==> config.mk <==
export PLATFORM = sky130hd
export DESIGN_NAME = scpc_datapath
export DESIGN_NICKNAME = d
export VERILOG_FILES = /design/src/rtl/scpc_pkg.sv /design/src/rtl/scpc_datapath.sv
export SDC_FILE = /design/constraint.sdc
export NUM_CORES = 1
export LEC_CHECK = 0
export BUFFER_PORTS_ARGS = -buffer_cell sky130_fd_sc_hd__buf_4
export CAP_MARGIN = 30
export CORE_ASPECT_RATIO = 0.75
export CORE_MARGIN = 2
export CORE_UTILIZATION = 50
export DETAILED_ROUTE_END_ITERATION = 12
export PLACE_DENSITY = 0.76
export SYNTH_ARGS = -nofsm -noshare
export SYNTH_HDL_FRONTEND = slang
export SYNTH_SLANG_ARGS = --single-unit
==> constraint.sdc <==
create_clock -name clk -period 9.4 [get_ports clk]
set_input_delay 0.47 -clock clk [delete_from_list [all_inputs] [get_ports clk]]
set_output_delay 0.47 -clock clk [all_outputs]
set_load 0.1 [all_outputs]
==> src/rtl/scpc_pkg.sv <==
package scpc_pkg;

  localparam int FIELD_W        = 16;
  localparam int TOTAL_W        = 17;
  localparam int CROSS_W        = 16;
  localparam int DEF_MAX_SEGS   = 256;
  localparam int DEF_COORD_BITS = 16;
  localparam int UPC_W          = 4;

  localparam logic [CROSS_W-1:0] CROSS_MAX = {CROSS_W{1'b1}};
  localparam logic [TOTAL_W-1:0] TOTAL_MAX = {TOTAL_W{1'b1}};

  typedef enum logic [1:0] {
    M_NONE,
    M_MUL,
    M_MSUB
  } mop_t;

  typedef enum logic [1:0] {
    D_DEN,
    D_TN,
    D_UN
  } dst_t;

  typedef enum logic [2:0] {
    OP_DX12,
    OP_DY12,
    OP_DX34,
    OP_DY34,
    OP_DX13,
    OP_DY13
  } opsel_t;

  typedef enum logic [1:0] {
    J_NEXT,
    J_FEW,
    J_MORE,
    J_WAIT_OUT
  } jmp_t;

  typedef struct packed {
    logic             rd_en;
    logic             diff_en;
    mop_t             mop;
    dst_t             dst;
    opsel_t           sel_a;
    opsel_t           sel_b;
    logic             test;
    logic             emit;
    jmp_t             jmp;
    logic [UPC_W-1:0] target;
  } uword_t;

  localparam uword_t UWORD_NOP = '{
    rd_en: 1'b0, diff_en: 1'b0, mop: M_NONE, dst: D_DEN, sel_a: OP_DX12,
    sel_b: OP_DX12, test: 1'b0, emit: 1'b0, jmp: J_NEXT, target: '0
  };

  typedef struct packed {
    logic few;
    logic more;
    logic out_free;
  } seq_stat_t;

endpackage

==> src/rtl/scpc_datapath.sv <==
module scpc_datapath #(
  parameter int COORD_BITS = 16
) (
  input  logic                    clk,
  input  scpc_pkg::uword_t        ctl,
  input  logic [4*COORD_BITS-1:0] seg_p,
  input  logic [4*COORD_BITS-1:0] seg_q,
  output logic                    hit
);
  import scpc_pkg::*;

  localparam int C  = COORD_BITS;
  localparam int DW = C + 1;
  localparam int PW = 2 * DW;
  localparam int NW = PW + 1;

  logic signed [C-1:0] p_xs, p_ys, p_xe, p_ye;
  logic signed [C-1:0] q_xs, q_ys, q_xe, q_ye;

  assign {p_xs, p_ys, p_xe, p_ye} = seg_p;
  assign {q_xs, q_ys, q_xe, q_ye} = seg_q;

  logic signed [DW-1:0] dx12_r, dy12_r, dx34_r, dy34_r, dx13_r, dy13_r;

  always_ff @(posedge clk) begin
    if (ctl.diff_en) begin
      dx12_r <= DW'(p_xs) - DW'(p_xe);
      dy12_r <= DW'(p_ys) - DW'(p_ye);
      dx34_r <= DW'(q_xs) - DW'(q_xe);
      dy34_r <= DW'(q_ys) - DW'(q_ye);
      dx13_r <= DW'(p_xs) - DW'(q_xs);
      dy13_r <= DW'(p_ys) - DW'(q_ys);
    end
  end

  function automatic logic signed [DW-1:0] pick(input opsel_t s,
      input logic signed [DW-1:0] dx12, dy12, dx34, dy34, dx13, dy13);
    logic signed [DW-1:0] v;
    case (s)
      OP_DX12: v = dx12;
      OP_DY12: v = dy12;
      OP_DX34: v = dx34;
      OP_DY34: v = dy34;
      OP_DX13: v = dx13;
      OP_DY13: v = dy13;
      default: v = '0;
    endcase
    return v;
  endfunction

  logic signed [DW-1:0] mul_a, mul_b;
  logic signed [PW-1:0] prod;
  logic signed [PW-1:0] tmp_r;
  logic signed [NW-1:0] diff;
  logic signed [NW-1:0] den_r, tn_r, un_r;

  assign mul_a = pick(ctl.sel_a, dx12_r, dy12_r, dx34_r, dy34_r, dx13_r, dy13_r);
  assign mul_b = pick(ctl.sel_b, dx12_r, dy12_r, dx34_r, dy34_r, dx13_r, dy13_r);
  assign prod  = PW'(mul_a) * PW'(mul_b);
  assign diff  = NW'(tmp_r) - NW'(prod);

  always_ff @(posedge clk) begin
    case (ctl.mop)
      M_NONE: ;
      M_MUL:  tmp_r <= prod;
      M_MSUB: begin
        case (ctl.dst)
          D_DEN:   den_r <= diff;
          D_TN:    tn_r  <= diff;
          D_UN:    un_r  <= diff;
          default: ;
        endcase
      end
      default: ;
    endcase
  end

  // parameter in [0,1]: 0 <= n <= d for d > 0, d <= n <= 0 for d < 0
  function automatic logic within_unit(input logic signed [NW-1:0] n,
                                       input logic signed [NW-1:0] d);
    logic r;
    if (d > 0) r = (n >= 0) && (n <= d);
    else       r = (n <= 0) && (n >= d);
    return r;
  endfunction

  assign hit = (den_r != '0) && within_unit(tn_r, den_r) && within_unit(un_r, den_r);

endmodule

# Yosys cells after proc, flatten, opt, wreduce, memory -nomap -nowiden
# Index checks and enable logic that the tools add are counted.
# Widths: inputs -> output; s select.
# classes
n_mul,1
muxes,4
n_addsub,7
eq_ne,14
reduce_logical,13
n_lt_le_gt_ge,9
# op_table
cell,n
$pmux 17 s6,2
$sub 16x16->17,6
$ge 35x1->1 const B,2
$ge 35x35->1,2
$le 35x1->1 const B,2
$le 35x35->1,2
$gt 35x1->1 const B,1
$reduce_bool 35->1,1
$sub 34x34->35,1
$mul 17x17->34,1
$eq 3x2->1 const B,4
$eq 3x3->1 const B,4
$eq 3x1->1 const B,2
$logic_and 1x1->1,6
$logic_not 3->1,2
$reduce_and 2->1,3
$eq 2x1->1 const B,2
$eq 2x2->1 const B,2
$logic_not 2->1,1
$mux 1,2
# totals
reg_bits,241
out_inout_bits,1
elab_cells,58
inputBits,149

# Depth between registers and ports, before layout
# logic_depth
word_depth,5
mapped_depth,43
ltp_nobuf,41

# Worst setup path before layout
# No wires, ideal clock.
# synth_path
path_type,input to register
startpoint,input port ctl[10] in the netlist's numbering
endpoint,register den_r[31] (data pin)
setup_ns,0.278
path_stages,37
slack_ns,-0.322
arrival_ns,9.444
path_cell_list,nor3b_1 clkbuf_1 a22oi_1 nand3_1 clkbuf_1 nand2_1 fa_1 inv_1 fa_1 inv_1 fa_1 inv_1 fa_1 fa_1 inv_1 fa_1 inv_1 ha_1 nand2_1 or4_1 a21oi_1 or2_2 nor2b_1 a211oi_1 xor2_1 inv_1 ha_1 a211o_1 or4b_1 a211oi_2 o41ai_2 maj3_2 a21oi_2 maj3_2 maj3_2 a211o_1 o211ai_1
# synth_between
elab_chain_cells,4
# synth_rtl
item,line,rtl
"start, declared",scpc_datapath.sv:5,"input scpc_pkg::uword_t ctl,"
$eq 3x3->1 (tied with other cells),scpc_datapath.sv:39,case (s)
$pmux 17 s6 (*),scpc_datapath.sv:39,
$mul 17x17->34 (*),scpc_datapath.sv:59,assign prod = PW'(mul_a) * PW'(mul_b);
named net prod[21],scpc_datapath.sv:52,logic signed [PW-1:0] prod;
$sub 34x34->35 (*),scpc_datapath.sv:60,assign diff = NW'(tmp_r) - NW'(prod);
named net diff[31],scpc_datapath.sv:54,logic signed [NW-1:0] diff;
"end signal, assigned",scpc_datapath.sv:68,D_DEN: den_r <= diff;
"end, declared",scpc_datapath.sv:55,"logic signed [NW-1:0] den_r, tn_r, un_r;"
# Mark *: on every way through the listed nets, which the timed path passes. The rest lies on a longest branch.
# A chain may end at the register's enable or synchronous reset.

# Final worst setup path
# layout_path
startpoint,input port ctl[11] in the netlist's numbering
endpoint,register den_r[33] (data pin)
# The elaborated chain is that of the path after synthesis.

==> qor.csv <==
stage;metric;value;unit
sta;period utilisation layout;0.9996;
placed_design;hpwl dp;55.76;mm
placed_design;GP Congestion;0.9734;
sta;Hold Fails Final Rpt;0;
outcome;outcome;finished, final reports clean;
sta;worst hold slack;249.6;ps
synth;EDFF count, synth;241;
setup_path;Worst Path Required;9690;ps
placed_design;port bufs;140;
setup_path;Worst Setup SP;ctl[11];
synth;synthesized cell area;27130;um^2
sta;Worst Tran Pin Value;940.8;ps
sta;RSZ-0062 raised after global routing;true;
setup_path;r2r worst-path depth;35;
route;drt total wl;69.35;mm
setup_path;Worst setup SP type;input pin;
floorplan;core area;53340;um^2
cells_and_area;Ant. Diodes;0;
sta;Final Slew Violations;0;
floorplan;Rows;73;
synth;YS warnings;0;
sta;final clock skew;23.53;ps
synth;post-synthesis sequential area ratio;0.2668;
global_route;number of global-route vias before repair;21730;
setup_path;CP Capture Type;flip-flop;
synth;Net Count, Synth;3601;
route;DR vias;22190;
setup_path;critical setup path kind;in -> reg;
cells_and_area;Fillers;4233;
route;post-route ant nets;0;
cts;clock tree from TritonCTS;done;
setup_path;RR Endpoint;den_r[33];
synth;average size of a mapped cell;9.445;um^2
cts;clk sink count;241;
setup_path;Largest stage delay, worst path;570;ps
worst_hold_path;Min-Delay Path Depth;2;
global_route;gr usage total;0.2465;
global_route;global route overflow;0;
global_route;largest net degree at the start of global routing;66;
cts;hold buffer count at cts;0;
setup_path;arrival time worst endpoint;9680;ps
cells_and_area;Layout Area Growth over Synthesis;21.55;%
synth;Async S/R FF share, synth;0;
setup_path;RR Startpoint;dy12_r[3];
route;routed length on met3;6.421;mm
route;via density per instance;5.534;
sta;post-layout minimum cycle time;9396;ps
floorplan;IO Pins;150;
synth;Syn Inst Count;2872;
synth;Seq cells post-synth;241;
route;drt pass-1 iters;5;
floorplan;die width;273.0;um
sta;Max Fclk;0.1064;GHz
floorplan;Die Ht;205.7;um
cells_and_area;nets@finish;4008;
setup_path;R2R Setup Slk;100;ps
global_route;first-pass GRT wire length;110.2;mm
setup_path;Max stage delay cell, worst path;fa_2;
route;Starting DRT DRC Count;2062;
cts;CTS clk-pin slew, worst paths;60;ps
global_route;initial antenna violation count;0;
floorplan;Starting Density;0.5086;
sta;Worst slew margin;0.3670;
synth;Synth cell types;68;
floorplan;DIE AREA;56150;um^2
worst_hold_path;Endpoint, Worst Hold;tmp_r[25];
job;Max-Cap Viols;0;
route;DRC Markers;0;
cts;Root Buffer;clkbuf_16;
worst_hold_path;Hold WC Path Type;in -> reg;
worst_hold_path;hold_sp;ctl[17];
setup_path;maximum fanout along the worst path;7;
synth;Post-synth top flop;edfxtp_1;
route;Avg WL per Cell;17.29;um
cts;clk buf depth;3;
route;max layer used;met4;
route;Met1 Wirelength;30.83;mm
cts;Clock Latency Late Sink;570;ps
cts;htree depth;1;
route;metal2 WL;30.77;mm
cells_and_area;layout cells sized above 1;0.1938;
sta;setup-violating endpoint count in the final report;0;
cts;number of buffers created by CTS;26;
## how the worst max path moves through the flow
stage	to	depth (start not counted)
after CTS	tn_r[34]	38
after global routing	un_r[33]	35
after floorplan	den_r[31]	39
final	den_r[33]	37
after global placement	tn_r[34]	41
after detailed placement	tn_r[34]	41
## cell usage in the layout (no fill, tap or decap), types with 9 or more instances in the layout
master and n:
nand4_1 24, a21boi_0 43, inv_1 602, nand2_1 192, nand3_1 34, a21oi_1 89
a221oi_2 13, ha_4 12, a21o_1 57, clkbuf_16 29, or2_2 21, o211ai_1 14
buf_12 12, nand2b_1 15, nor3_1 18, a211oi_1 9, a22oi_2 12, nor4_1 32
buf_4 399, nor2_1 317, inv_2 15, and2_1 12, ha_1 265, edfxtp_1 241
a31oi_1 14, o21ai_0 104, a22oi_1 73, xnor2_1 63, xor2_1 29, fa_1 296
nor2b_1 27, buf_6 14, and3_1 10
## final cells by class
cell class	count	area, um^2	share of cell area
multi-input combinational	1961	18160	0.5508
sequential	241	7237	0.2195
timing repair buffer	432	3521	0.1068
inverter	617	2316	0.07024
tap	712	890.9	0.02702
clock buffer	33	676.9	0.02053
clock inverter	14	168.9	0.005123
## stage by stage
step	utilization	instance area (um^2)	TNS, ps	setup WS [ps]	std cells
2_1_floorplan	-	27250	0	1.242	2872
3_3_place_gp	0.5802	30950	-5607	-363.7	3916
3_5_place_dp	0.5806	30970	-10250	-595.2	3917
4_1_cts	0.5969	31840	0	2.731	3966
5_1_grt	0.6182	32970	-3422	-294.0	4010
6_report	0.6182	32970	0	3.839	4010
## synth_stat cells, types with 33 or more instances
cell type / instances / area [um^2]
a21boi_0: 44 / 330.3
a21o_1: 57 / 427.9
a21oi_1: 95 / 475.5
a22oi_1: 85 / 638.1
clkbuf_1: 51 / 191.4
edfxtp_1: 241 / 7237
fa_1: 303 / 6066
ha_1: 277 / 3466
inv_1: 616 / 2312
nand2_1: 198 / 743.2
nand3_1: 43 / 215.2
nor2_1: 324 / 1216
nor4_1: 33 / 206.5
o21ai_0: 105 / 525.5
xnor2_1: 65 / 569.3
## cells by family (layout without fill, tap and decap cells)
| group | after synthesis | after routing | synth area share |
|---|---|---|---|
| compound gates | 508 | 508 | 0.1269 |
| buf+inv | 670 | 1096 | 0.09271 |
| fa+ha+maj | 586 | 586 | 0.3537 |
| simple gates | 770 | 770 | 0.1284 |
| flops | 241 | 241 | 0.2668 |
| mux | 3 | 3 | 0.001107 |
| xor+xnor | 94 | 94 | 0.03035 |
## per-layer routing
layer,GRT usage,vias up
li1,-,10360
met1,0.3569,10860
met2,0.3849,888
met3,0.05251,93
met4,0.04547,0
met5,0,-
## worst max-delay path: cells and delay by family
family          cells  cell delay, ps
compound gates      8            1600
simple gates        8            2190
fa+ha+maj          11            4090
xor+xnor            2             370
buf+inv             8             960
## registers in the layout, summed over array words and instances, names as in the netlist, 34 cells and up
name	flops
tn_r	35
tmp_r	34
den_r	35
un_r	35
## timing repair
| item | in CTS | in global routing |
|---|---|---|
| buffers inserted | 2 | 45 |
| pin swaps | 1 | 86 |
| resized for setup | 4 | 153 |
| cloned | 0 | 3 |
| endpoints found under the setup margin | 9 | 24 |
Power is not shown: default switching activity piles up to over one toggle a cycle in this logic, so the estimate is an artifact.
