<file path="src/rtl/scpc_pkg.sv">
package scpc_pkg;

  localparam int FIELD_W        = 16;
  localparam int TOTAL_W        = 17;
  localparam int CROSS_W        = 16;
  localparam int DEF_MAX_SEGS   = 256;
  localparam int DEF_COORD_BITS = 16;
  localparam int UPC_W          = 4;

  localparam logic [CROSS_W-1:0] CROSS_MAX = {CROSS_W{1'b1}};
  localparam logic [TOTAL_W-1:0] TOTAL_MAX = {TOTAL_W{1'b1}};

  typedef enum logic [1:0] {
    M_NONE,
    M_MUL,
    M_MSUB
  } mop_t;

  typedef enum logic [1:0] {
    D_DEN,
    D_TN,
    D_UN
  } dst_t;

  typedef enum logic [2:0] {
    OP_DX12,
    OP_DY12,
    OP_DX34,
    OP_DY34,
    OP_DX13,
    OP_DY13
  } opsel_t;

  typedef enum logic [1:0] {
    J_NEXT,
    J_FEW,
    J_MORE,
    J_WAIT_OUT
  } jmp_t;

  typedef struct packed {
    logic             rd_en;
    logic             diff_en;
    mop_t             mop;
    dst_t             dst;
    opsel_t           sel_a;
    opsel_t           sel_b;
    logic             test;
    logic             emit;
    jmp_t             jmp;
    logic [UPC_W-1:0] target;
  } uword_t;

  localparam uword_t UWORD_NOP = '{
    rd_en: 1'b0, diff_en: 1'b0, mop: M_NONE, dst: D_DEN, sel_a: OP_DX12,
    sel_b: OP_DX12, test: 1'b0, emit: 1'b0, jmp: J_NEXT, target: '0
  };

  typedef struct packed {
    logic few;
    logic more;
    logic out_free;
  } seq_stat_t;

endpackage

</file>
<file path="src/rtl/scpc_useq.sv">
module scpc_useq (
  input  logic                clk,
  input  logic                rst_n,
  input  logic                start,
  input  scpc_pkg::seq_stat_t stat,
  output logic                busy,
  output scpc_pkg::uword_t    ctl
);
  import scpc_pkg::*;

  localparam logic [UPC_W-1:0] UPC_START = UPC_W'(0);
  localparam logic [UPC_W-1:0] UPC_FETCH = UPC_W'(1);
  localparam logic [UPC_W-1:0] UPC_DONE  = UPC_W'(10);

  // One pair per pass over FETCH..TEST; den, tn, un share one multiplier.
  function automatic uword_t rom(input logic [UPC_W-1:0] a);
    uword_t w;
    w = UWORD_NOP;
    case (a)
      4'd0: begin
        w.jmp = J_FEW;  w.target = UPC_DONE;
      end
      4'd1: w.rd_en = 1'b1;
      4'd2: w.diff_en = 1'b1;
      4'd3: begin
        w.mop = M_MUL;  w.sel_a = OP_DX12; w.sel_b = OP_DY34;
      end
      4'd4: begin
        w.mop = M_MSUB; w.dst = D_DEN; w.sel_a = OP_DY12; w.sel_b = OP_DX34;
      end
      4'd5: begin
        w.mop = M_MUL;  w.sel_a = OP_DX13; w.sel_b = OP_DY34;
      end
      4'd6: begin
        w.mop = M_MSUB; w.dst = D_TN; w.sel_a = OP_DY13; w.sel_b = OP_DX34;
      end
      4'd7: begin
        w.mop = M_MUL;  w.sel_a = OP_DX13; w.sel_b = OP_DY12;
      end
      4'd8: begin
        w.mop = M_MSUB; w.dst = D_UN; w.sel_a = OP_DY13; w.sel_b = OP_DX12;
      end
      4'd9: begin
        w.test = 1'b1;  w.jmp = J_MORE; w.target = UPC_FETCH;
      end
      4'd10: begin
        w.emit = 1'b1;  w.jmp = J_WAIT_OUT;
      end
      default: w = UWORD_NOP;
    endcase
    return w;
  endfunction

  logic [UPC_W-1:0] upc_r, upc_nxt;
  logic             busy_r, busy_nxt;
  uword_t           word;

  assign word = rom(upc_r);
  assign ctl  = busy_r ? word : UWORD_NOP;
  assign busy = busy_r;

  always_comb begin
    upc_nxt  = upc_r + UPC_W'(1);
    busy_nxt = busy_r;
    case (word.jmp)
      J_NEXT: ;
      J_FEW: begin
        if (stat.few) upc_nxt = word.target;
      end
      J_MORE: begin
        if (stat.more) upc_nxt = word.target;
      end
      J_WAIT_OUT: begin
        if (stat.out_free) begin
          busy_nxt = 1'b0;
          upc_nxt  = UPC_START;
        end else begin
          upc_nxt = upc_r;
        end
      end
      default: upc_nxt = UPC_START;
    endcase
    if (!busy_r) begin
      upc_nxt  = UPC_START;
      busy_nxt = start;
    end
  end

  always_ff @(posedge clk) begin
    if (!rst_n) begin
      upc_r  <= UPC_START;
      busy_r <= 1'b0;
    end else begin
      upc_r  <= upc_nxt;
      busy_r <= busy_nxt;
    end
  end

endmodule

</file>
<file path="config.mk">
export PLATFORM = sky130hd
export DESIGN_NAME = scpc_useq
export DESIGN_NICKNAME = d
export VERILOG_FILES = /design/src/rtl/scpc_pkg.sv /design/src/rtl/scpc_useq.sv
export SDC_FILE = /design/constraint.sdc
export NUM_CORES = 1
export LEC_CHECK = 0
export ABC_AREA = 1
export BUFFER_PORTS_ARGS = -buffer_cell sky130_fd_sc_hd__buf_4
export CORE_UTILIZATION = 40
export DETAILED_ROUTE_END_ITERATION = 10
export MAX_ROUTING_LAYER = met4
export PLACE_DENSITY_LB_ADDON = 0.12
export SLEW_MARGIN = 20
export SYNTH_ARGS = -nofsm -noshare
export SYNTH_HDL_FRONTEND = slang
export SYNTH_SLANG_ARGS = --single-unit
</file>
<file path="constraint.sdc">
create_clock -name clk -period 2.1 [get_ports clk]
set_clock_uncertainty 0.2 [all_clocks]
set_input_delay 0.315 -clock clk [delete_from_list [all_inputs] [get_ports clk]]
set_output_delay 0.315 -clock clk [all_outputs]
set_load 0.1 [all_outputs]
</file>
* Yosys cells after proc, flatten, opt, wreduce, memory -nomap -nowiden *
Index checks and enable logic that the tools add are counted.

word-level totals
  bits in writable memories = 0
  latch bits = 0
  logic and storage cells = 38
  ROM bits = 0
  register bits = 5
  memories = 0

cells by class
  add/subtract/negate cells = 1
  bitwise gates (word level) = 0
  multipliers = 0
  reductions and logical operators = 4
  shift-type cells = 0
  equality and inequality tests = 14
  divide/modulo/power cells = 0
  magnitude comparators = 0
  multiplexer cells = 17

operators by type and width
  kind                   number
  $pmux W6 S6            1
  $mux W20               1
  $eq A4 B3 Y1 const B   4
  $eq A4 B4 Y1 const B   3
  $mux W4                3
  $pmux W4 S3            1
  $eq A4 B2 Y1 const B   2
  $pmux W2 S2            2
  $pmux W4 S2            1
  $mux W1                7
  $pmux W2 S3            1
  $reduce_or A3 Y1       2
  $add A4 B1 Y4 const B  1
  $eq A2 B2 Y1 const B   2
  $eq A4 B1 Y1 const B   1
  $logic_not A4 Y1       1
  $eq A2 B1 Y1 const B   1
  $ne A2 B2 Y1 const B   1
  $reduce_and A2 Y1      1

* Logic depth before layout (Yosys ltp) *
Gate-level depths: netlist of the first run.

  depth after elaboration = 5
  depth in mapped cells = 9
  mapped depth without buffers = 9

* Least setup slack after synthesis of the first run *
No wires, ideal clock.

  path kind = reg2out
  start point = register busy_r (netlist: busy)
  end point = output ctl[3] (netlist name)
  stages on the path, launching flop included = 5
  path buffers = 2
  arrival = 3224 ps
  slack = -1639 ps
  required time = 1585 ps
  path through = dfxtp_1 > inv_1 > clkbuf_1 > nor2_1 > buf_4

RTL lines
  item                      line             source
  start: declaration        scpc_useq.sv:55  logic busy_r, busy_nxt;
  start signal: assignment  scpc_useq.sv:95  busy_r <= busy_nxt;
  end: declaration          scpc_useq.sv:7   output scpc_pkg::uword_t ctl

==> results of run 1 <==
[cell usage in the layout (no fill, tap or decap)]
master,Yosys,final
inv_2,4,5
nand2_1,30,28
xor2_1,1,1
o21ai_1,2,3
nand3_1,10,9
ha_1,4,1
a21oi_4,0,2
clkbuf_4,0,3
inv_1,12,8
nand2_2,0,2
ha_4,0,1
clkinvlp_4,0,3
nand3_2,0,1
o21ai_0,5,4
ha_2,0,2
a21oi_2,0,1
a21oi_1,4,1
nor2_1,16,6
dfxtp_4,0,3
nor2_4,0,4
dfxtp_2,0,2
buf_6,0,5
a41oi_1,1,1
buf_12,0,4
clkbuf_1,1,1
buf_8,0,2
or2_2,1,1
a31oi_4,0,1
buf_4,4,18
conb_1,1,3
nor2_2,2,8
[how the worst max path moves through the flow]
stage               endpoint  slack, ps
floorplan             ctl[3]       -380
finish                ctl[8]         20
global placement     ctl[17]        130
global route         ctl[17]        -80
CTS                  ctl[17]         -4
detailed placement   ctl[17]        100
[per-layer routing]
layer | track usage (%) | share of wire, %
met3 | 7.39 | 3.8
met5 | - | 0
met1 | 25.9 | 43
met2 | 34.4 | 53
met4 | 1.72 | 0.63
[power by group through the flow]
stage | sequential [mW] | clock [mW] | combinational (mW)
2_1_floorplan | 0.117 | 0 | 0.160
3_3_place_gp | 0.109 | 0 | 0.199
3_5_place_dp | 0.109 | 0 | 0.200
4_1_cts | 0.107 | 0.112 | 0.205
5_1_grt | 0.109 | 0.120 | 0.233
6_report | 0.109 | 0.108 | 0.221
[layout make-up]
cell class	instances	area share (%)
clock buffers	4	2.56
repair buffers	29	29.4
well taps	15	1.83
multi-input cells	80	48.2
flip-flops and latches	5	11.1
inverters	16	6.94
[cell families (layout without fill, tap and decap cells)]
family,Yosys count,after routing,share of synthesized area (%)
AO/OA/AOI/OAI,13,13,12.3
other,1,3,0.660
AND/OR/NAND/NOR,59,59,42.5
XOR/XNOR,1,1,1.54
adder cells (fa/ha/maj),4,4,8.81
buffers and inverters,21,49,16.5
flip-flops,5,5,17.6
[sequential cells by signal, indices dropped and copies added (netlist names)]
register,flops
upc_r,4
busy,1
[metrics by stage]
| step | hold WS, ps | setup TNS [ps] | cell area [µm²] | util, % | setup slack, ps |
|---|---|---|---|---|---|
| finish | 123 | 0 | 1030 | 78.0 | 18.6 |
| global route | 113 | -297 | 1030 | 78.0 | -78.1 |
| CTS | 124 | -6.52 | 938 | 71.2 | -4.06 |
| detailed placement | 328 | 0 | 870 | 66.0 | 96.5 |
| global placement | 339 | 0 | 870 | 66.0 | 128 |
| floorplan | 247 | -1960 | 676 | - | -378 |
[repair_timing]
action / 4_1_cts / 5_1_grt
buffers inserted: 0 / 1
endpoints found under the setup margin: 7 / 12
pin swaps: 0 / 1
hold buffers: 0 / 0
resized for setup: 14 / 19
==> impl_metrics.yaml, run 1 <==
status:
  outcome: "finished, final reports clean"
synthesis:
  syn_area_per_cell_um2: 5.46
  synth_edf_count: 0
  synthCells: 104
  async_reset_ff_share_pct: 0
  yosysTopAreaCell: "nand2_1"
  yosysMostFrequentCell: "nand2_1"
  synth_common_cells: "30 x nand2_1, 16 x nor2_1, 12 x inv_1"
  synth_ff_type: "dfxtp_1"
  ys_top_cells_by_area: "nand2_1 20%, dfxtp_1 18%, nor2_1 11%"
  ys_ff_latch: 5
  synth_seq_area_share_pct: 17.6
  synth_top_area_share_pct: 19.8
  yosys_warnings: 0
  synth_cell_type_count: 18
  netlist_area_um2: 568
route:
  wl_um: 1600
  vias: 722
  wl_per_cell_um: 10.7
  ant_nets: 0
  drc: 0
  firstDrtPassIters: 4
  viasPerCell: 4.85
  first_iter_violations: 14
power:
  ir_worst_vdd_uv: 540
  comb_power_share_pct: 50.5
  p_clk_share_pct: 24.7
  leakagePower_nw: 0.468
  power.internal_mw: 0.231
  finalPower_mw: 0.437
  p_per_area_mw_per_mm2: 425
  switching_power_mw: 0.206
  power.share.switching_pct: 47.2
  seq_power_share_pct: 24.8
global_route:
  antenna_found_initial: 0
  grt_first_pass_wirelength_um: 2240
  grt_usage_pct: 21.1
  grt_max_degree: 13
  overflow: 0
  grt_pass1_vias: 552
floorplan:
  rows: 13
  initial_core_util_pct: 43.1
  core_area_mm2: 0.00132
  dieHeight_um: 39.7
  die_area_mm2: 0.00157
  io_pins: 27
  fp.dieW_um: 39.7
final_layout:
  fin_nets: 145
  fillers: 103
  layout-drive-gt1-share_pct: 50.7
  syn2layout_area_growth_pct: 80.8
  stdcell_count: 149
  seq_area_um2: 114
  antenna_cells_inserted: 0
  multi_input_area_um2: 495
setup_path:
  critPathSlowestCell: "dfxtp_4"
  startpoint: "upc_r[1]"
  criticalPathCategory: "reg -> out"
  slowest_delay_ps: 360
  critPathTopFamily: "buffers and inverters"
  startpoint_type: "flop"
  timing.rr.end: "upc_r[0]"
  cp_max_fo: 6
  cp-end-kind: "output pin"
  critical_path_buf_inv_count: 3
  crit_required_ps: 1580
  crit-reg2reg-launch: "upc_r[0]"
  path_depth: 6
  crit_path_cell_trace: "inv_1 > ha_2 > o21ai_0 > buf_4 > a21oi_2 > buf_12"
  rr_worst_depth: 10
  regToRegSetupSlack_ps: 430
  arrival_ps: 1570
cts:
  insertion_delay_ps: 240
  cts_buffer_depth: 2
  cts_sinks: 5
  cts_tree: "done"
  cts_made_buffers: 3
  htree_levels: 1
  cts-root-buf: "clkbuf_4"
  clk_pin_slew_ps: 40
min_path:
  worstHoldStart: "stat[0]"
  hold_path_depth: 2
  hold_end: "busy"
  hp-class: "in -> reg"
timing:
  drv_slew: 0
  setup-violations-final: 0
  fin_crit_sh_pct: 99.1
  final_hold_viol_count: 0
  rsz0062_at_grt: "yes"
  fin_crit_ps: 2080
  timing.fmax_mhz: 480
placed_design:
  gp_congestion: 0.870
  dp.cells: 144
  io_buffers: 23
  dp_hpwl_um: 1180
flow_run:
  drv_cap: 0
Power figures use the tool's default switching activity.
==> run 2, diff against run 1 <==
--- a/config.mk
+++ b/config.mk
@@ -8,6 +8,7 @@
 export ABC_AREA = 1
 export BUFFER_PORTS_ARGS = -buffer_cell sky130_fd_sc_hd__buf_4
 export CORE_UTILIZATION = 40
+export CTS_BUF_LIST = sky130_fd_sc_hd__clkbuf_4 sky130_fd_sc_hd__clkbuf_8
 export DETAILED_ROUTE_END_ITERATION = 10
 export MAX_ROUTING_LAYER = met4
 export PLACE_DENSITY_LB_ADDON = 0.12
==> run 2 against run 1 <==
Net effect:
- clock-buffer cell count unchanged
- combinational power down 3%
- cell count down 0.67%
- largest cell class unchanged
==> impl_metrics.yaml, run 2 (same netlist as run 1, synthesis figures left out) <==
setup_path:
  slowest_delay_ps: 370
  critical_path_buf_inv_count: 4
  arrival_ps: 1570
  startpoint_type: "flop"
  cp_max_fo: 7
  critPathTopFamily: "buffers and inverters"
  criticalPathCategory: "reg -> out"
  critPathSlowestCell: "dfxtp_4"
  crit_path_cell_trace: "inv_2 > ha_2 > nand2_2 > nand2_1 > inv_1 > nand2_1 > nand2_2 > clkinvlp_4 > buf_8"
  cp-end-kind: "output pin"
  crit_required_ps: 1580
cts:
  htree_levels: 1
  insertion_delay_ps: 240
  clk_pin_slew_ps: 40
  cts_buffer_depth: 2
  cts_sinks: 5
  hold_buffers: 0
  cts_tree: "done"
  cts-root-buf: "clkbuf_4"
  cts_made_buffers: 3
floorplan:
  rows: 13
  io_pins: 27
  fp.dieW_um: 39.7
  dieHeight_um: 39.7
  core_area_mm2: 0.00132
  initial_core_util_pct: 43.1
  die_area_mm2: 0.00157
power:
  switching_power_mw: 0.205
  seq_power_share_pct: 24.4
  ir_worst_vdd_uv: 592
  comb_power_share_pct: 48.6
  p_clk_share_pct: 27.0
  leakagePower_nw: 0.468
  p_per_area_mw_per_mm2: 434
  power.share.switching_pct: 46.1
  power.internal_mw: 0.239
placed_design:
  dp.cells: 144
  dp_hpwl_um: 1180
  gp_congestion: 0.870
  io_buffers: 23
flow_run:
  drv_cap: 0
route:
  wl_per_cell_um: 11.0
  first_iter_violations: 12
  wl_um: 1620
  viasPerCell: 4.92
  drc: 0
  firstDrtPassIters: 4
  ant_nets: 0
  vias: 728
timing:
  max_slew_margin_pct: 46.9
  timing.fmax_mhz: 480
  fin_tns_setup_ps: 0
  rsz0062_at_grt: "yes"
  fin_crit_ps: 2080
  setup-violations-final: 0
  final_hold_viol_count: 0
  worst_slew_pin_slew_ps: 796
  fin_crit_sh_pct: 99.3
  drv_slew: 0
final_layout:
  layout-drive-gt1-share_pct: 50.4
  layout_common_cells: "28 x nand2_1, 19 x buf_4, 9 x inv_1, 9 x nand3_1, 7 x nor2_2"
  final_common_cell: "nand2_1"
  antenna_cells_inserted: 0
  stdcell_count: 148
  top_register: "upc_r"
  largest_reg_flops: 4
  syn2layout_area_growth_pct: 80.0
  fin_nets: 144
global_route:
  antenna_found_initial: 0
  grt_usage_pct: 21.3
  grt_max_degree: 13
  grt_first_pass_wirelength_um: 2260
  overflow: 0
  grt_pass1_vias: 553
min_path:
  hp-class: "in -> reg"
status:
  outcome: "finished, final reports clean"
[run 2: area by class of cell]
cell class	count	area [µm²]
well taps	15	18.8
flip-flops and latches	5	114
inverters	16	67.6
fillers	101	295
clock buffers	4	30.0
repair buffers	28	292
multi-input cells	80	500
[run 2: worst paths after layout]
| kind | start | end | slack, ps | depth (start not counted) |
|---|---|---|---|---|
| worst max-delay path | upc_r[0] | ctl[11] | 20 | 9 |
| worst min-delay path | stat[0] | busy | 130 | 2 |
| worst min register to register | busy | busy | 360 | 1 |
| worst max register to register | upc_r[0] | upc_r[0] | 430 | 10 |
[run 2: per-layer routing]
metal / vias up / GRT usage (%) / share of wire (%)
li1: 374 / - / -
met1: 329 / 26.2 / 41
met2: 25 / 34.4 / 55
met3: 0 / 7.39 / 4.6
met4: 0 / 1.72 / 0
met5: - / - / 0
[run 2: per-stage QoR]
| step | utilization [%] | setup slack, ps | power [mW] | hold WS, ps | instance area (µm²) |
|---|---|---|---|---|---|
| 6_report | 77.6 | 15.1 | 0.444 | 127 | 1020 |
| 5_1_grt | 77.6 | -79.7 | 0.470 | 111 | 1020 |
| 4_1_cts | 71.7 | 9.05 | 0.436 | 126 | 945 |
| 3_5_place_dp | 66.0 | 96.5 | 0.309 | 328 | 870 |
| 3_3_place_gp | 66.0 | 128 | 0.308 | 339 | 870 |
| 2_1_floorplan | - | -378 | 0.277 | 247 | 676 |
[run 2: power groups by stage]
stage | registers (mW) | logic, mW | clock network [mW]
after CTS | 0.107 | 0.205 | 0.124
after detailed placement | 0.109 | 0.200 | 0
after floorplan | 0.117 | 0.160 | 0
final | 0.108 | 0.215 | 0.120
after global placement | 0.109 | 0.199 | 0
after global routing | 0.109 | 0.228 | 0.134
[run 2: repair_timing]
| action | CTS | global route |
|---|---|---|
| buffers inserted | 0 | 0 |
| pin swaps | 1 | 2 |
| endpoints found under the setup margin | 7 | 12 |
| resized for setup | 15 | 20 |
==> run 3, diff against run 2 <==
--- a/config.mk
+++ b/config.mk
@@ -7,6 +7,7 @@
 export LEC_CHECK = 0
 export ABC_AREA = 1
 export BUFFER_PORTS_ARGS = -buffer_cell sky130_fd_sc_hd__buf_4
+export CORE_MARGIN = 2
 export CORE_UTILIZATION = 40
 export CTS_BUF_LIST = sky130_fd_sc_hd__clkbuf_4 sky130_fd_sc_hd__clkbuf_8
 export DETAILED_ROUTE_END_ITERATION = 10
==> run 3 against run 2 <==
Net effect:
- flip-flop and latch count unchanged
- via count grew 6.3%
- largest power group unchanged
- non-clock buffer count up 3
- sequential power about the same
- combinational power increased by 9.8%
- total power rose by 5.6%
- sequential share of layout area shrank 0.77 points
==> impl_metrics.yaml, run 3 (same netlist as run 1, synthesis figures left out) <==
route:
  drc: 0
  vias: 774
  wl_per_cell_um: 12.6
  firstDrtPassIters: 4
  ant_nets: 0
  viasPerCell: 5.13
  first_iter_violations: 36
  wl_um: 1910
setup_path:
  critPathTopFamily: "flip-flops"
  critical_path_buf_inv_count: 1
  startpoint_type: "flop"
  crit_path_cell_trace: "ha_1 > nand2_1 > a31oi_4 > buf_6"
  crit_required_ps: 1580
  cp-end-kind: "output pin"
  slowest_delay_ps: 380
  cp_max_fo: 6
  arrival_ps: 1560
  critPathSlowestCell: "dfxtp_4"
  criticalPathCategory: "reg -> out"
floorplan:
  io_pins: 27
  initial_core_util_pct: 43.1
  dieHeight_um: 41.7
  die_area_mm2: 0.00174
  core_area_mm2: 0.00132
  rows: 13
  fp.dieW_um: 41.7
timing:
  fin_tns_setup_ps: 0
  fin_crit_ps: 2080
  setup-violations-final: 0
  drv_slew: 0
  rsz0062_at_grt: "yes"
  fin_crit_sh_pct: 99.0
  timing.fmax_mhz: 481
  final_hold_viol_count: 0
power:
  power.share.switching_pct: 46.2
  ir_worst_vdd_uv: 374
  switching_power_mw: 0.216
  seq_power_share_pct: 23.2
  power.internal_mw: 0.252
  leakagePower_nw: 0.490
  p_per_area_mw_per_mm2: 431
  comb_power_share_pct: 50.3
  p_clk_share_pct: 26.5
  finalPower_mw: 0.468
cts:
  htree_levels: 1
  cts-root-buf: "clkbuf_4"
  cts_tree: "done"
  cts_made_buffers: 3
  hold_buffers: 0
  cts_buffer_depth: 2
  cts_sinks: 5
  clk_pin_slew_ps: 40
  insertion_delay_ps: 240
min_path:
  hp-class: "in -> reg"
flow_run:
  drv_cap: 0
final_layout:
  fillers: 83
  largest_reg_flops: 4
  finalInstanceArea_mm2: 0.00109
  top_register: "upc_r"
  antenna_cells_inserted: 0
  layout-drive-gt1-share_pct: 54.4
  layout_common_cells: "26 x nand2_1, 20 x buf_4, 8 x nor2_2, 8 x nand3_1, 7 x inv_1"
  stdcell_count: 151
  syn2layout_area_growth_pct: 91.2
  fin_nets: 147
  final_common_cell: "nand2_1"
global_route:
  grt_pass1_vias: 629
  overflow: 0
  antenna_found_initial: 0
  grt_usage_pct: 19.1
  grt_first_pass_wirelength_um: 2570
  grt_max_degree: 13
placed_design:
  dp_hpwl_um: 1240
  gp_congestion: 0.845
  io_buffers: 23
  dp.cells: 143
  placed_area_um2: 862
status:
  outcome: "finished, final reports clean"
[run 3: cell count changes in the layout (fill, tap and decap cells not counted), sizes merged]
cell	previous run	this run
clkinvlp	2	3
inv	14	13
buf	28	31
[run 3: metal layers]
metal  vias to the layer above  routed length (µm)  part of all wire [%]  track usage [%]
li1                        385                   -                     -                -
met3                         0                 114                   6.0             5.22
met5                         -                   0                     0                -
met2                        30                1060                    55             32.2
met4                         0                   0                     0             3.23
met1                       359                 738                    39             23.1
[run 3: what timing repair did]
action                                  CTS  global route
endpoints found under the setup margin    9            13
pin swaps                                 2             2
buffers inserted                          1             3
gates cloned                              0             0
gates resized for setup                  17            25
[run 3: area by class of cell]
class	instances	area, µm²	area share (%)
clock buffers	4	30.0	2.76
inverters	16	73.8	6.80
multi-input cells	80	526	48.4
flip-flops and latches	5	113	10.4
well taps	15	18.8	1.73
repair buffers	31	325	30.0
[run 3: worst register-to-register path, delay by kind of cell (launching register included)]
family / cells / cell delay [ps]
AOI/OAI and AO/OA: 1 / 130
adders and majority gates: 1 / 170
buffers and inverters: 4 / 260
DFF: 1 / 360
and+or+nand+nor: 3 / 360
[run 3: path summary, 6_finish.rpt]
check	from	endpoint	slack, ps	cells past startpoint
worst min register to register	upc_r[2]	upc_r[2]	360	3
worst min-delay path	stat[0]	busy	120	2
worst max register to register	upc_r[0]	upc_r[0]	520	9
worst max-delay path	upc_r[0]	ctl[9]	20	4
[run 3: power groups by stage]
stage,Clock (mW),Combinational [mW],Sequential [mW]
after floorplan,0,0.160,0.117
after global placement,0,0.199,0.108
after detailed placement,0,0.200,0.109
after CTS,0.129,0.208,0.107
after global routing,0.138,0.248,0.109
final,0.124,0.236,0.109
[run 3: per-stage QoR]
step / hold WS [ps] / util (%) / setup WS (ps)
after CTS: 119 / 72.3 / 0.488
after detailed placement: 336 / 65.4 / 88.4
final: 124 / 82.4 / 21.7
after global placement: 344 / 65.4 / 132
after floorplan: 247 / - / -378
after global routing: 104 / 82.4 / -56.0
